$ cat config.mk
export PLATFORM = sky130hd
export DESIGN_NAME = lhd_ram
export DESIGN_NICKNAME = d
export VERILOG_FILES = /design/src/hw/rtl/lhd_ram.sv
export SDC_FILE = /design/constraint.sdc
export NUM_CORES = 2
export LEC_CHECK = 0
export ABC_AREA = 1
export BUFFER_PORTS_ARGS = -buffer_cell sky130_fd_sc_hd__buf_2
export CAP_MARGIN = 20
export CORE_MARGIN = 1.5
export CORE_UTILIZATION = 45
export CTS_CLUSTER_SIZE = 12
export DETAILED_ROUTE_END_ITERATION = 8
export PLACE_DENSITY_LB_ADDON = 0.12
export SETUP_SLACK_MARGIN = 0.1
export SLEW_MARGIN = 25
export SYNTH_ARGS = -nofsm -noshare
export SYNTH_HDL_FRONTEND = slang
export SYNTH_SLANG_ARGS = --single-unit
$ cat constraint.sdc
create_clock -name clock -period 1.9 [get_ports clock]
set_input_delay 0.285 -clock clock [delete_from_list [all_inputs] [get_ports clock]]
set_output_delay 0.285 -clock clock [all_outputs]
set_load 0.005 [all_outputs]
$ cat src/hw/rtl/lhd_ram.sv
// Generic single-clock RAM with one write port and one registered read port.
// No dependencies.
`timescale 1ns / 1ps

module lhd_ram #(
   parameter int WIDTH = 8,
   parameter int DEPTH = 256,
   localparam int ADDR_BITS = $clog2(DEPTH)
) (
   input  logic                 clock,
   input  logic                 wr_en,
   input  logic [ADDR_BITS-1:0] wr_addr,
   input  logic [WIDTH-1:0]     wr_data,
   input  logic                 rd_en,
   input  logic [ADDR_BITS-1:0] rd_addr,
   output logic [WIDTH-1:0]     rd_data
);

   logic [WIDTH-1:0] mem [DEPTH];
   logic [WIDTH-1:0] rd_data_ff;

   // Write port.
   always_ff @(posedge clock) begin
      if (wr_en) begin
         mem[wr_addr] <= wr_data;
      end
   end

   // Read port; the data holds while no read is issued.
   always_ff @(posedge clock) begin
      if (rd_en) begin
         rd_data_ff <= mem[rd_addr];
      end
   end

   assign rd_data = rd_data_ff;

endmodule

==> impl_metrics.toml <==
[timing]
fin_worst_skew_ns = 0.0347
fin_ws_ns = 0.0440
final_max_slew_viol_count = 0
finalHoldViolCount = 0
slew_headroom_pct = 51.5
setup_tns_ns = 0
min_period_ns = 1.86
period_share_pct = 97.7
hold_ws_ns = 0.0595
tightestPinTransition_ns = 0.726
finalSetupViolCount = 0
rsz0062_at_grt = "true"
fmax_ghz = 0.539

[clocking]
clock_sinks = 2056
cts_max_path_buffers = 3
cts_max_level = 4
cts_tree = "done"
clk_pin_slew_worst_paths_ns = 0.06
root_buffer = "clkbuf_16"
clk_latency_ns = 0.86
cts-buffers-inserted = 209

[min_path]
hold_path.class = "in2reg"
holdPathStages = 3
min_to = "rd_data[3]"
min_from = "rd_addr[7]"

[pwr]
peakVddDrop_mv = 0.760
powerDensity_nw_per_um2 = 954
p_leak_nw = 36.0

[yosys]
ys.flop_type = "edfxtp_1"
synthMuxAreaShare_pct = 0
yosys.cell_types.count = 13
netlist.area_leader.share_pct = 74.0
synth.area.top_cells = "edfxtp_1, nand3_1, nand2_1, buf_2, nor2_1"
synth_adder_area_share_pct = 0
synth-seq-cells = 2056
synth_xor_area_share_pct = 0
yosys_warnings = 0
yosysTopAreaCell = "edfxtp_1"
async_flop_share_pct = 0
postSynthAreaPerCell_um2 = 11.9
synth_top_family_by_area = "simple AND/OR/NAND/NOR gates"
syn-num-nets = 7030
synthMostInstantiatedCell = "nand2_1"
ys_top_cells_by_count = "nand2_1, edfxtp_1, nand3_1"
synth_area_um2 = 83500
netlist_instances = 7003
synth-simple-area-share_pct = 22.9
synth-compound-area-share_pct = 0
synth_edf_count = 2056
yosysSeqAreaShare_pct = 74.0

[placed_design]
postPlaceCellArea_um2 = 92600
hpwl_mm = 158
dp_cells = 9834
gp_congestion = 0.905
post-place-ws_ns = -0.939
numPortBuffers = 34

[grt]
grt_pass1_vias = 54200
grt_max_degree = 97
overflow = 0
antenna_found_initial = 9
grt_use_total_pct = 26.5
grt_pass1_wl_mm = 364

[floorplanning]
ios = 35
start_util_pct = 45.4
rows = 157
core_um2 = 184000
die_h_um = 434
die_area_um2 = 188000
die_w_um = 434

[job]
maxCapViolations = 0

[route]
routed.top_layer = "met5"
drt_iter0_markers = 6092
drt-wirelength-per-cell_um = 24.5
routed_wl_mm = 250
routedLengthMet1_mm = 106
drc = 0
wl_met3_mm = 17.3
wl_met2_mm = 118
dr.pass1.iters = 6
dr_total_vias = 56800
ant_nets = 0
post_drt_via_cell_ratio = 5.56

[critical_path]
end_kind = "primary output"
r2r-start = "mem[105][5]"
cp.arrival_ns = 1.57
reg2reg_depth = 10
ff2ff_setup_slack_ns = 0.05
slowest_delay_ns = 0.52
reg2reg_to = "rd_data[5]"
worstSetupPathType = "reg2out"
cp_cell_sequence = "buf_2"
critPathMaxFanout = 1
cp_top_family = "flip-flops"
crit_buf_inv = 1
cp.required_ns = 1.62
crit_slowest_cell = "edfxtp_1"
start_kind = "register"

[final_layout]
syn_to_final_growth_pct = 19.5
drive_above_1_share_pct = 16.2
nNetsFinal = 7617
final_area_um2 = 99800
layout.cells.non_filler = 10200

[run_status]
status = "complete, no violations"
[per-layer routing]
metal  vias up  track usage, %
li1      26100               -
met5         -               0
met4         4            8.56
met1     28200            37.3
met3       403            3.61
met2      2122            42.7
[kinds of logic (layout without fill, tap and decap cells)]
| family | count (synthesis) | count (layout) |
|---|---|---|
| buffers and inverters | 522 | 1261 |
| DFF | 2056 | 2056 |
| other | 0 | 4 |
| and+or+nand+nor | 4425 | 4425 |
[worst max-delay path by stage]
stage / start / end / cells past startpoint
5_1_grt: rd_data[2] / rd_data[2] / 1
3_5_place_dp: rd_addr[0] / rd_data[5] / 15
4_1_cts: rd_data[2] / rd_data[2] / 1
3_3_place_gp: rd_addr[0] / rd_data[5] / 15
2_1_floorplan: wr_en / mem[162][0] / 4
6_report: rd_data[2] / rd_data[2] / 1
[state kept, by name, summed over array words and instances, names as in the netlist]
register,cells
mem,2048
rd_data,8
[placed cells by master (no fill, tap or decap), drive strengths merged]
cell type / Yosys / final
nand2: 2123 / 2123
nor2: 283 / 283
clkbuf: 112 / 270
nand3: 2019 / 2019
dlygate4sd3: 0 / 9
diode: 0 / 4
clkinv: 0 / 85
edfxtp: 2056 / 2056
bufinv: 0 / 5
inv: 39 / 42
buf: 371 / 850
[what timing repair did]
item                                    4_1_cts  5_1_grt
buffers inserted                              0        0
pin swaps                                     1       14
gates resized for setup                      64      100
hold buffers                                  9        0
endpoints found under the setup margin       13       12
hold endpoints to repair                    361        0
[cell type report]
cell class	count	area, µm²
Antenna cell	4	10.0
Clock buffer	270	5480
Clock inverter	93	709
Fill cell	15500	83900
Inverter	39	180
Multi-Input combinational cell	4425	20000
Sequential cell	2056	61700
Tap cell	2464	3080
Timing Repair Buffer	859	8530
[power by group]
group / total, mW / internal, mW / leakage, nW / switching, mW
clock: 38.0 / 20.9 / 2.99 / 17.1
sequential: 50.1 / 50.0 / 18.5 / 0.0458
combinational: 7.11 / 2.26 / 14.5 / 4.85
[per-stage QoR]
stage / total power [mW] / utilization (%)
2_1_floorplan: 54.1 / -
3_3_place_gp: 57.8 / 50.4
3_5_place_dp: 57.9 / 50.4
4_1_cts: 95.7 / 54.0
5_1_grt: 98.0 / 54.3
6_report: 95.2 / 54.3
(Power assumes the default switching activity.)
